$ cat src/rtl/blr_pkg.sv
// Package for the line rasterizer: coordinate widths, command and status types.
// No dependencies; used by every other file of the block.
package blr_pkg;

   localparam int COORD_BITS = 6;
   localparam int COLOR_BITS = 16;
   // Error term: room for twice the largest delta plus sign.
   localparam int ERR_BITS   = COORD_BITS + 3;

   typedef logic [COORD_BITS-1:0]        coord_type;
   typedef logic [COLOR_BITS-1:0]        color_type;
   typedef logic signed [ERR_BITS-1:0]   err_type;
   typedef logic signed [ERR_BITS:0]     err2_type;

   typedef enum logic [1:0] {
      KIND_GENERAL    = 2'd0,
      KIND_VERTICAL   = 2'd1,
      KIND_HORIZONTAL = 2'd2
   } line_kind_type;

   // Walk command, normalized so that axis lines run low to high.
   typedef struct packed {
      coord_type x;
      coord_type y;
      coord_type ex;
      coord_type ey;
      coord_type dx;       // |ex - x|
      coord_type dy;       // |ey - y|
      logic      sx_neg;   // x steps down
      logic      sy_neg;   // y steps down
      color_type color;
   } cmd_type;

   typedef struct packed {
      logic full;
      logic empty;
   } q_status_type;

endpackage

$ cat src/rtl/blr_channels_if.sv
// Valid/ready channel interfaces for line commands and pixel writes.
// Depends on blr_pkg for coordinate and color types.
interface blr_req_if;
   logic                valid;
   logic                ready;
   blr_pkg::coord_type  start_x;
   blr_pkg::coord_type  start_y;
   blr_pkg::coord_type  end_x;
   blr_pkg::coord_type  end_y;
   blr_pkg::color_type  pen_color;

   modport source (output valid, start_x, start_y, end_x, end_y, pen_color, input ready);
   modport sink   (input valid, start_x, start_y, end_x, end_y, pen_color, output ready);
endinterface

interface blr_rsp_if;
   logic                valid;
   logic                ready;
   blr_pkg::coord_type  pixel_x;
   blr_pkg::coord_type  pixel_y;
   blr_pkg::color_type  pixel_color;
   logic                last_pixel;

   modport source (output valid, pixel_x, pixel_y, pixel_color, last_pixel, input ready);
   modport sink   (input valid, pixel_x, pixel_y, pixel_color, last_pixel, output ready);
endinterface

$ cat src/rtl/blr_front.sv
// Front end: accepts line commands, classifies them and builds walk commands.
// Depends on blr_pkg and blr_req_if.
module blr_front (
   blr_req_if.sink          req,
   input  logic             q_full,
   output logic             q_push,
   output blr_pkg::cmd_type q_cmd
);
   import blr_pkg::*;

   line_kind_type kind;
   coord_type     x0, y0, x1, y1;

   assign req.ready = !q_full;
   assign q_push    = req.valid && !q_full;

   always_comb begin
      if (req.start_x == req.end_x) begin
         kind = KIND_VERTICAL;
      end else if (req.start_y == req.end_y) begin
         kind = KIND_HORIZONTAL;
      end else begin
         kind = KIND_GENERAL;
      end
   end

   // Axis lines are emitted from the smaller to the larger coordinate.
   always_comb begin
      x0 = req.start_x;
      y0 = req.start_y;
      x1 = req.end_x;
      y1 = req.end_y;
      unique case (kind)
         KIND_VERTICAL: begin
            if (req.start_y > req.end_y) begin
               y0 = req.end_y;
               y1 = req.start_y;
            end
         end
         KIND_HORIZONTAL: begin
            if (req.start_x > req.end_x) begin
               x0 = req.end_x;
               x1 = req.start_x;
            end
         end
         default: begin
         end
      endcase
   end

   always_comb begin
      q_cmd.x      = x0;
      q_cmd.y      = y0;
      q_cmd.ex     = x1;
      q_cmd.ey     = y1;
      q_cmd.dx     = (x1 > x0) ? coord_type'(x1 - x0) : coord_type'(x0 - x1);
      q_cmd.dy     = (y1 > y0) ? coord_type'(y1 - y0) : coord_type'(y0 - y1);
      q_cmd.sx_neg = !(x0 < x1);
      q_cmd.sy_neg = !(y0 < y1);
      q_cmd.color  = req.pen_color;
   end

endmodule

$ cat src/rtl/blr_cmd_queue.sv
// Two-entry command queue between front end and pixel walker.
// Depends on blr_pkg.
module blr_cmd_queue (
   input  logic                  clock,
   input  logic                  reset,
   input  logic                  push,
   input  blr_pkg::cmd_type      push_cmd,
   input  logic                  pop,
   output blr_pkg::q_status_type status,
   output blr_pkg::cmd_type      head
);
   import blr_pkg::*;

   cmd_type    entry_ff [2];
   logic       wr_ptr_ff, wr_ptr_in;
   logic       rd_ptr_ff, rd_ptr_in;
   logic [1:0] count_ff, count_in;

   assign status = '{full: (count_ff == 2'd2), empty: (count_ff == 2'd0)};
   assign head   = entry_ff[rd_ptr_ff];

   always_comb begin
      wr_ptr_in = push ? !wr_ptr_ff : wr_ptr_ff;
      rd_ptr_in = pop  ? !rd_ptr_ff : rd_ptr_ff;
      count_in  = count_ff;
      if (push && !pop) begin
         count_in = count_ff + 2'd1;
      end else if (pop && !push) begin
         count_in = count_ff - 2'd1;
      end
   end

   always_ff @(posedge clock) begin
      if (reset) begin
         wr_ptr_ff <= 1'b0;
         rd_ptr_ff <= 1'b0;
         count_ff  <= 2'd0;
      end else begin
         wr_ptr_ff <= wr_ptr_in;
         rd_ptr_ff <= rd_ptr_in;
         count_ff  <= count_in;
      end
   end

   always_ff @(posedge clock) begin
      if (push) begin
         entry_ff[wr_ptr_ff] <= push_cmd;
      end
   end

endmodule

$ cat src/rtl/blr_back.sv
// Back end: walks a line by integer error term, one pixel a cycle if rsp ready.
// Depends on blr_pkg and blr_rsp_if.
module blr_back (
   input  logic                  clock,
   input  logic                  reset,
   input  blr_pkg::q_status_type q_status,
   input  blr_pkg::cmd_type      q_head,
   output logic                  q_pop,
   blr_rsp_if.source             rsp
);
   import blr_pkg::*;

   logic      busy_ff, busy_in;
   coord_type x_ff, x_in, y_ff, y_in;
   coord_type ex_ff, ey_ff, dx_ff, dy_ff;
   logic      sx_neg_ff, sy_neg_ff;
   color_type color_ff;
   err_type   err_ff, err_in;

   err_type   dx_w, dy_w, load_dx, load_dy;
   err2_type  e2;
   logic      step_x, step_y, last, xfer;

   assign last = (x_ff == ex_ff) && (y_ff == ey_ff);
   assign xfer = busy_ff && rsp.ready;

   assign rsp.valid       = busy_ff;
   assign rsp.pixel_x     = x_ff;
   assign rsp.pixel_y     = y_ff;
   assign rsp.pixel_color = color_ff;
   assign rsp.last_pixel  = last;

   // Next command loads as the last pixel of the current one goes out.
   assign q_pop = !q_status.empty && (!busy_ff || (xfer && last));

   assign dx_w    = err_type'({{(ERR_BITS-COORD_BITS){1'b0}}, dx_ff});
   assign dy_w    = err_type'({{(ERR_BITS-COORD_BITS){1'b0}}, dy_ff});
   assign load_dx = err_type'({{(ERR_BITS-COORD_BITS){1'b0}}, q_head.dx});
   assign load_dy = err_type'({{(ERR_BITS-COORD_BITS){1'b0}}, q_head.dy});
   assign e2      = err2_type'({err_ff, 1'b0});
   assign step_x  = e2 >= -err2_type'(dy_w);
   assign step_y  = e2 <= err2_type'(dx_w);

   always_comb begin
      busy_in = busy_ff;
      x_in    = x_ff;
      y_in    = y_ff;
      err_in  = err_ff;
      if (q_pop) begin
         busy_in = 1'b1;
         x_in    = q_head.x;
         y_in    = q_head.y;
         err_in  = load_dx - load_dy;
      end else if (xfer) begin
         if (last) begin
            busy_in = 1'b0;
         end else begin
            err_in = err_ff + (step_x ? -dy_w : '0) + (step_y ? dx_w : '0);
            if (step_x) begin
               x_in = sx_neg_ff ? coord_type'(x_ff - 1'b1) : coord_type'(x_ff + 1'b1);
            end
            if (step_y) begin
               y_in = sy_neg_ff ? coord_type'(y_ff - 1'b1) : coord_type'(y_ff + 1'b1);
            end
         end
      end
   end

   always_ff @(posedge clock) begin
      if (reset) begin
         busy_ff <= 1'b0;
      end else begin
         busy_ff <= busy_in;
      end
   end

   always_ff @(posedge clock) begin
      x_ff   <= x_in;
      y_ff   <= y_in;
      err_ff <= err_in;
      if (q_pop) begin
         ex_ff     <= q_head.ex;
         ey_ff     <= q_head.ey;
         dx_ff     <= q_head.dx;
         dy_ff     <= q_head.dy;
         sx_neg_ff <= q_head.sx_neg;
         sy_neg_ff <= q_head.sy_neg;
         color_ff  <= q_head.color;
      end
   end

endmodule

$ cat src/rtl/bresenham_line_rasterizer_core.sv
// Top level of the line rasterizer: front end, command queue, pixel walker.
// Depends on blr_pkg, blr_channels_if, blr_front, blr_cmd_queue, blr_back.
//
//   channel  dir  one transfer carries
//   -------  ---  ----------------------------------------------
//   req      in   start_x, start_y, end_x, end_y, pen_color
//   rsp      out  pixel_x, pixel_y, pixel_color, last_pixel
//
// A line of N = max(|dx|,|dy|)+1 pixels is walked by the walker's one-step error update,
// one pixel per rsp transfer; the next queued line loads as its last pixel goes out.
// A command goes into the queue, then the walker load, before its first pixel is valid.
// The two-entry queue takes new commands until full while the walker is stalled on rsp.
// Reset is synchronous, active high; it empties the queue and idles the walker.
module bresenham_line_rasterizer_core (
   input  logic     clock,
   input  logic     reset,
   blr_req_if.sink  req,
   blr_rsp_if.source rsp
);
   import blr_pkg::*;

   logic         q_push, q_pop;
   cmd_type      q_in_cmd, q_head;
   q_status_type q_status;

   // Classify and normalize each command on its way into the queue.
   blr_front u_front (
      .req    (req),
      .q_full (q_status.full),
      .q_push (q_push),
      .q_cmd  (q_in_cmd)
   );

   // Decouples command acceptance from pixel output stalls.
   blr_cmd_queue u_queue (
      .clock    (clock),
      .reset    (reset),
      .push     (q_push),
      .push_cmd (q_in_cmd),
      .pop      (q_pop),
      .status   (q_status),
      .head     (q_head)
   );

   // Error-term walker, one pixel per rsp transfer.
   blr_back u_back (
      .clock    (clock),
      .reset    (reset),
      .q_status (q_status),
      .q_head   (q_head),
      .q_pop    (q_pop),
      .rsp      (rsp)
   );

   // Queue never written while full.
   a_no_overflow: assert property (@(posedge clock) disable iff (reset)
      q_push |-> !q_status.full)
      else $error("command queue overflow");

   // A line keeps going until its flagged pixel.
   a_line_continues: assert property (@(posedge clock) disable iff (reset)
      (rsp.valid && rsp.ready && !rsp.last_pixel) |=> rsp.valid)
      else $error("line ended without last pixel");

   // Consecutive pixels of a line differ by at most one step in x.
   a_x_step: assert property (@(posedge clock) disable iff (reset)
      (rsp.valid && rsp.ready && !rsp.last_pixel) |=>
         (coord_type'(rsp.pixel_x - $past(rsp.pixel_x)) == coord_type'(0) ||
          coord_type'(rsp.pixel_x - $past(rsp.pixel_x)) == coord_type'(1) ||
          coord_type'($past(rsp.pixel_x) - rsp.pixel_x) == coord_type'(1)))
      else $error("x jumped by more than one");

   // Color is constant within a line.
   a_color_hold: assert property (@(posedge clock) disable iff (reset)
      (rsp.valid && rsp.ready && !rsp.last_pixel) |=>
         (rsp.pixel_color == $past(rsp.pixel_color)))
      else $error("color changed within a line");

endmodule
$ cat src/flat_wrapper.sv
// flat-port wrapper written by rule: the top's interface ports become plain ports
module bresenham_line_rasterizer_core_flat import blr_pkg::*;
  (clock, reset, req_valid, req_start_x, req_start_y, req_end_x, req_end_y, req_pen_color, req_ready, rsp_valid, rsp_pixel_x, rsp_pixel_y, rsp_pixel_color, rsp_last_pixel, rsp_ready);
  blr_req_if req_i ();
  blr_rsp_if rsp_i ();
  input  logic clock;
  input  logic reset;
  input wire logic [$bits(req_i.valid)-1:0] req_valid;
  input wire logic [$bits(req_i.start_x)-1:0] req_start_x;
  input wire logic [$bits(req_i.start_y)-1:0] req_start_y;
  input wire logic [$bits(req_i.end_x)-1:0] req_end_x;
  input wire logic [$bits(req_i.end_y)-1:0] req_end_y;
  input wire logic [$bits(req_i.pen_color)-1:0] req_pen_color;
  output wire logic [$bits(req_i.ready)-1:0] req_ready;
  output wire logic [$bits(rsp_i.valid)-1:0] rsp_valid;
  output wire logic [$bits(rsp_i.pixel_x)-1:0] rsp_pixel_x;
  output wire logic [$bits(rsp_i.pixel_y)-1:0] rsp_pixel_y;
  output wire logic [$bits(rsp_i.pixel_color)-1:0] rsp_pixel_color;
  output wire logic [$bits(rsp_i.last_pixel)-1:0] rsp_last_pixel;
  input wire logic [$bits(rsp_i.ready)-1:0] rsp_ready;
  assign req_i.valid = req_valid;
  assign req_i.start_x = req_start_x;
  assign req_i.start_y = req_start_y;
  assign req_i.end_x = req_end_x;
  assign req_i.end_y = req_end_y;
  assign req_i.pen_color = req_pen_color;
  assign req_ready = req_i.ready;
  assign rsp_valid = rsp_i.valid;
  assign rsp_pixel_x = rsp_i.pixel_x;
  assign rsp_pixel_y = rsp_i.pixel_y;
  assign rsp_pixel_color = rsp_i.pixel_color;
  assign rsp_last_pixel = rsp_i.last_pixel;
  assign rsp_i.ready = rsp_ready;
  bresenham_line_rasterizer_core u_core (.clock(clock), .reset(reset), .req(req_i), .rsp(rsp_i));
endmodule
$ cat config.mk
export PLATFORM = sky130hd
export DESIGN_NAME = bresenham_line_rasterizer_core_flat
export DESIGN_NICKNAME = d
export VERILOG_FILES = /design/src/rtl/blr_pkg.sv /design/src/rtl/blr_channels_if.sv /design/src/rtl/blr_front.sv /design/src/rtl/blr_cmd_queue.sv /design/src/rtl/blr_back.sv /design/src/rtl/bresenham_line_rasterizer_core.sv /design/src/flat_wrapper.sv
export SDC_FILE = /design/constraint.sdc
export NUM_CORES = 1
export LEC_CHECK = 0
export BUFFER_PORTS_ARGS = -buffer_cell sky130_fd_sc_hd__buf_2
export CORE_ASPECT_RATIO = 1.25
export CORE_MARGIN = 1
export CORE_UTILIZATION = 35
export DETAILED_ROUTE_END_ITERATION = 12
export GPL_ROUTABILITY_DRIVEN = 0
export MAX_ROUTING_LAYER = met4
export PLACE_DENSITY = 0.49
export SETUP_SLACK_MARGIN = 0.5
export SYNTH_ARGS = -nofsm -noshare
export SYNTH_HDL_FRONTEND = slang
export SYNTH_SLANG_ARGS = --single-unit
$ cat constraint.sdc
create_clock -name clock -period 6.2 [get_ports clock]
set_input_delay 0 -clock clock [delete_from_list [all_inputs] [get_ports clock]]
set_output_delay 0 -clock clock [all_outputs]
set_load 0.005 [all_outputs]
=== Word-level counts from Yosys, hierarchy flattened ===
Memory sizes are Yosys's and may differ from the RTL's. A register that Yosys moved wholly into a read port is not among the register bits.
Index checks and enable logic that the tools add are counted.

* Bits in registers: 68
* Bits in writable memories: 108
* Output and inout port bits: 31
* Logic and storage cells: 109
* Memories kept: 1

* Add/subtract/negate cells: 15
* Order comparisons: 8
* Equal/unequal tests: 8
* Muxes and demuxes: 36
* Reduce and logical (&&, ||, !) cells: 27

{| class="wikitable"
|+ Memories
! memory !! words !! width !! rd ports !! clocked after Yosys merged registers in !! wr ports !! line !! source
|-
| u_core.u_queue.entry_ff || 2 || 54 || 1 || 1 || 1 || blr_cmd_queue.sv:14 || <nowiki>cmd_type entry_ff [2];</nowiki>
|}

{| class="wikitable"
|+ Operator list
! cell !! count
|-
| $mux 6 || 21
|-
| $mux 9 || 4
|-
| $eq 6x6->1 || 4
|-
| $gt 6x6->1 || 4
|-
| $sub 6x6->6 || 4
|-
| $add 6x1->6 const B || 2
|-
| $lt 6x6->1 || 2
|-
| $sub 6x1->6 const B || 2
|-
| $ge 10x10->1 || 1
|-
| $le 10x7->1 || 1
|-
| $neg 6->10 || 1
|-
| $reduce_bool 2->1 || 5
|-
| $add 9x6->9 || 1
|-
| $add 9x9->9 || 1
|-
| $logic_not 1->1 || 9
|-
| $neg 6->9 || 1
|-
| $mux 2 || 4
|-
| $logic_and 1x1->1 || 7
|-
| $mux 1 || 7
|-
| $sub 6x6->7 || 1
|-
| $reduce_and 3->1 || 2
|-
| $eq 2x2->1 const B || 2
|-
| $reduce_and 2->1 || 2
|-
| $add 2x1->2 const B || 1
|-
| 5 further kinds || 5
|}

=== Longest topological paths before layout ===
* Word-level depth: 8
* Depth in mapped cells: 25
* Gate-level depth less buffers: 25

=== By module ===
A second synthesis with hierarchy kept.

* Cell total of the unflattened synthesis: 826
* Area total of the unflattened synthesis: 9934.5 µm²

{| class="wikitable"
|+ By module, submodules not included
! module !! times used !! cells an instance !! area an instance (µm²)
|-
| blr_cmd_queue || 1 || 190 || 4120.2
|-
| blr_back || 1 || 339 || 3895.0
|-
| blr_front || 1 || 297 || 1919.3
|}

=== Worst setup path before layout ===
OpenSTA, ideal clock, no wires.

* Kind: register to register
* Start point: reg u_core.u_back.dy_ff[3]
* End point: reg u_core.u_back.err_ff[8] (data pin)
* Library setup time: 0.268 ns
* Arrival time: 4.669 ns
* Data required time: 5.932 ns
* Setup slack: 1.263 ns
* Cell stages (with the launch flop): 23
* Cell sequence: edfxtp_1 -> or3_1 -> or3_1 -> nor2_1 -> ha_1 -> a21o_1 -> a31oi_1 -> nor4bb_1 -> o21bai_1 -> o41a_1 -> nor2_1 -> fa_1 -> ha_1 -> a21o_1 -> a21oi_1 -> nor2b_1 -> o21ai_0 -> nand2b_1 -> a21o_1 -> a21oi_1 -> xnor2_1 -> xnor2_1 -> o21ai_0

* Longest elaborated chain between the ends: 8
* Elaborated cells on any way between the ends: 9

{| class="wikitable"
|+ RTL lines
! element !! line !! source
|-
| start: declaration || blr_back.sv:15 || <nowiki>coord_type ex_ff, ey_ff, dx_ff, dy_ff;</nowiki>
|-
| start signal: assignment || blr_back.sv:85 || <nowiki>dy_ff <= q_head.dy;</nowiki>
|-
| $neg 6->10 || blr_back.sv:41 || <nowiki>assign step_x = e2 >= -err2_type'(dy_w);</nowiki>
|-
| $ge 10x10->1 || blr_back.sv:41 ||
|-
| $mux 9 * || blr_back.sv:58 || <nowiki>err_in = err_ff + (step_x ? -dy_w : '0) + (step_y ? dx_w : '0);</nowiki>
|-
| $add 9x9->9 * || blr_back.sv:58 ||
|-
| $add 9x6->9 * || blr_back.sv:58 ||
|-
| $mux 9 * || blr_back.sv:55 || <nowiki>if (last) begin</nowiki>
|-
| $mux 9 * || blr_back.sv:54 || <nowiki>end else if (xfer) begin</nowiki>
|-
| $mux 9 * || blr_back.sv:49 || <nowiki>if (q_pop) begin</nowiki>
|-
| named net u_core.u_back.err_in[8] || blr_back.sv:18 || <nowiki>err_type err_ff, err_in;</nowiki>
|-
| end signal: assignment || blr_back.sv:80 || <nowiki>err_ff <= err_in;</nowiki>
|-
| end: declaration || blr_back.sv:18 ||
|}

Mark *: on every way through the listed nets, which the timed path passes. The rest lies on a longest branch. The select of a mux whose other input is x is not followed.
A chain may end at the register's enable or synchronous reset.

=== Worst setup path after layout ===
Same ends and word-level chain as after synthesis.

==> out/metrics.cfg <==
[outcome]
run_status=finished clean

[synth]
synth_top_cells_by_area=sky130_fd_sc_hd__edfxtp_1 (53%), sky130_fd_sc_hd__ha_1 (7.0%), sky130_fd_sc_hd__mux2_2 (4.8%), sky130_fd_sc_hd__mux2i_1 (3.2%), sky130_fd_sc_hd__inv_1 (2.4%)
synth_edf_count=171
flops_latches_synth=177
netlist_area_sq_um=9633
synth.yosys.seq_area_share_pct=54.55
synth-async-reset-ratio_pct=0
synth_top_area_cell=sky130_fd_sc_hd__edfxtp_1
synth.avg_cell_area_sq_um=12.21
synth_top_cell_area_share_pct=53.31
netlist-cell-type-count=64
ys_warn_count=0
postSynthNetCount=897
postSynthCellCount=789
dominant_synthesized_flop_cell=sky130_fd_sc_hd__edfxtp_1

[worst_setup_path]
timing.critical_path.required_ns=6.33
timing.critical_path.arrival_ns=5.46
critical_path_peak_fanout=7
worst_setup_endpoint=u_core.u_back.err_ff[8]
critical_path_launch_point=u_core.u_back.dy_ff[3]
setup.worst_path.start_class=register
rr_startpoint=u_core.u_back.dy_ff[3]
critical_path_class=register to register
r2r_end=u_core.u_back.err_ff[8]
timing.reg2reg.worst_path_depth=22
timing.critical_path.to_type=register
r2r_slack_ns=0.87

[detailed_routing]
vias_per_cell=4.935
routed-via-count=6208
drt_iter0_markers=262
remaining_drc_errors=0
wl_per_cell_um=16.40
drt.antenna.violating_nets=0
detailedRoute.firstPassIterationCount=4
wirelength_mm=20.63

[clock_tree]
clk_pin_slew_worst_paths_ns=0.06
cts_root_buffer=sky130_fd_sc_hd__clkbuf_16
cts_made_buffers=17
cts.sinks=177
tritoncts_clock_tree=built
clockBufferDepth=2
cts_htree_levels=4
clk-insertion-delay-late_ns=0.42

[place]
dp_hpwl_mm=14.66
buffer_ports.inserted=74

[sta]
worst_pin_slew_ns=0.9618
min_period_over_period_pct=86.02
final_hold_vios=0
relSlewSlack_pct=35.88
whs_ns=0.02846
grt_setup_unrepaired=no
layout_min_cycle_time_ns=5.333
timing.final.setup_violations=0
max_frequency_mhz=187.5
setup_total_negative_slack_ns=0
clock_skew_ns=0.006456
finalMaxSlewViolations=0

[grt]
grt_max_degree=77
grt-ovfl-total=0
combined_global_route_utilization_of_all_metal_layers_pct=15.83
global_route_wire_length_before_repair_mm=33.09
number_of_antenna_violations_at_the_first_check_in_global_routing=0
grt_pass1_vias=6207

[floorplanning]
initial_cell_density_of_the_core_pct=35.80
std_cell_core_area_sq_um=26910
row_count=67
floorplan.die_area_sq_um=28190
top_level_ports=75
die-height_um=187.5
die_x_um=150.4

[cells_and_area]
n_antenna_cell=0
layout-drive-gt1-share_pct=19.06
area_growth_syn_to_layout_pct=17.51
final_nets=1008
layout_commonest_cell=sky130_fd_sc_hd__edfxtp_1
highest_count_cells_in_the_layout_ignoring_fill_and_taps=sky130_fd_sc_hd__edfxtp_1 (171), sky130_fd_sc_hd__buf_2 (74), sky130_fd_sc_hd__inv_1 (62)

[flow_run]
drv_cap=0

[power]
power.share.sequential_pct=37.8
netSwitchingFraction_pct=36.22
p_switching_mw=1.980
max-vdd-ir-drop_mv=0.2215
p_clk_share_pct=18.9
comb_power_share_pct=43.2
p_leak_nw=4.511
p_per_area_nw_per_um2=482.9
internal-power_mw=3.486

[min_path]
hold_path.class=input pin to register

per-layer routing:
layer	part of all wire, %	wire length (um)	global-route usage (%)
met1	45	9362	19.55
met4	1.3	261	5.361
met3	2.5	517	2.366
met5	0	0	-
met2	51	10490	26.21
how the worst min path moves through the flow:
| stage | from | slack [ns] | cells after the start | to |
|---|---|---|---|---|
| floorplan | reset | 0.07 | 1 | u_core.u_back.rsp.valid |
| global route | req_start_y[3] | 0.05 | 3 | u_core.u_queue.entry_ff[1][33] |
| detailed placement | req_pen_color[1] | 0.19 | 1 | u_core.u_queue.entry_ff[0][1] |
| finish | req_start_y[3] | 0.03 | 3 | u_core.u_queue.entry_ff[1][33] |
| CTS | req_start_y[3] | 0.007 | 3 | u_core.u_queue.entry_ff[1][33] |
| global placement | req_pen_color[5] | 0.19 | 1 | u_core.u_queue.entry_ff[0][5] |
flip-flops by register name, summed over array words and instances (netlist names), 2 cells and up, named ones only:
| name | cells |
|---|---|
| u_core.u_queue.entry_ff | 108 |
| u_core.u_back.rsp.pixel_color | 16 |
| u_core.u_back.err_ff | 9 |
| u_core.u_back.dx_ff | 6 |
| u_core.u_back.dy_ff | 6 |
| u_core.u_back.ex_ff | 6 |
| u_core.u_back.ey_ff | 6 |
| u_core.u_back.rsp.pixel_x | 6 |
| u_core.u_back.rsp.pixel_y | 6 |
| u_core.u_queue.count_ff | 2 |
kinds of logic (layout without fill, tap and decap cells):
logic type | count (synthesis) | count (layout) | synth area share (%)
adders and majority gates | 64 | 64 | 9.092
AOI/OAI and AO/OA | 152 | 152 | 10.40
muxes | 73 | 73 | 8.170
and+or+nand+nor | 189 | 189 | 9.742
buffers and inverters | 85 | 209 | 3.585
DFF | 177 | 177 | 54.55
xor gates and xnor gates | 49 | 49 | 4.455
through the flow:
step	setup slack [ns]	utilization (%)	instances	cell area, sq um	power [mW]
5_1_grt	0.5342	42.07	1258	11320	5.932
4_1_cts	0.7402	41.95	1257	11290	5.559
2_1_floorplan	1.263	-	789	9633	3.767
3_3_place_gp	0.8745	38.65	1193	10400	4.476
3_5_place_dp	0.7528	38.65	1193	10400	4.486
6_report	0.8668	42.07	1258	11320	5.467
final cells by class:
class / instances / area [sq um]
fill: 2538 / 15590
sequential: 177 / 5256
multi-input combinational: 527 / 4071
timing repair buffer: 115 / 758.2
tap: 345 / 431.7
clock buffer: 17 / 425.4
inverter: 62 / 232.7
clock inverter: 15 / 143.9
timing repair:
action,CTS,global route
hold buffers,32,0
endpoints found under the hold margin,64,0
resized for setup,0,4
endpoints found under the setup margin,0,1
setup buffers,0,1
synth_stat cells, types with 6 or more instances:
master,number
sky130_fd_sc_hd__a21o_1,14
sky130_fd_sc_hd__a21oi_1,43
sky130_fd_sc_hd__clkbuf_1,15
sky130_fd_sc_hd__dfxtp_1,6
sky130_fd_sc_hd__edfxtp_1,171
sky130_fd_sc_hd__fa_1,10
sky130_fd_sc_hd__ha_1,54
sky130_fd_sc_hd__inv_1,62
sky130_fd_sc_hd__mux2_2,41
sky130_fd_sc_hd__mux2i_1,31
sky130_fd_sc_hd__nand2_1,59
sky130_fd_sc_hd__nand2b_1,13
sky130_fd_sc_hd__nand3_1,7
sky130_fd_sc_hd__nor2_1,52
sky130_fd_sc_hd__nor2b_1,12
sky130_fd_sc_hd__nor3_1,6
sky130_fd_sc_hd__o21a_1,6
sky130_fd_sc_hd__o21ai_0,40
sky130_fd_sc_hd__or3_1,6
sky130_fd_sc_hd__xnor2_1,23
sky130_fd_sc_hd__xor2_1,26
worst max-delay path, cell delays in order, from the launching register on:
cell and delay, ns:
sky130_fd_sc_hd__edfxtp_1 0.41, sky130_fd_sc_hd__or3_1 0.43, sky130_fd_sc_hd__or3_4 0.37, sky130_fd_sc_hd__nor2_1 0.14
sky130_fd_sc_hd__ha_1 0.26, sky130_fd_sc_hd__a21o_1 0.18, sky130_fd_sc_hd__a31oi_1 0.18, sky130_fd_sc_hd__nor4bb_2 0.29
sky130_fd_sc_hd__o21bai_1 0.16, sky130_fd_sc_hd__o41a_1 0.32, sky130_fd_sc_hd__nor2_1 0.10, sky130_fd_sc_hd__fa_1 0.47
sky130_fd_sc_hd__ha_1 0.32, sky130_fd_sc_hd__a21o_1 0.17, sky130_fd_sc_hd__a21oi_2 0.17, sky130_fd_sc_hd__nor2b_1 0.06
sky130_fd_sc_hd__o21ai_0 0.15, sky130_fd_sc_hd__nand2b_1 0.11, sky130_fd_sc_hd__a21o_1 0.19, sky130_fd_sc_hd__a21oi_1 0.16
sky130_fd_sc_hd__xnor2_1 0.15, sky130_fd_sc_hd__xnor2_1 0.13, sky130_fd_sc_hd__o21ai_0 0.09
power by group through the flow:
| stage | combinational, mW | sequential [mW] | clock (mW) |
|---|---|---|---|
| floorplan | 1.74 | 2.03 | 0 |
| global placement | 2.37 | 2.10 | 0 |
| detailed placement | 2.38 | 2.10 | 0 |
| CTS | 2.41 | 2.08 | 1.07 |
| global route | 2.71 | 2.11 | 1.10 |
| finish | 2.36 | 2.07 | 1.03 |
Note: power is estimated with default switching activity, not from simulation.
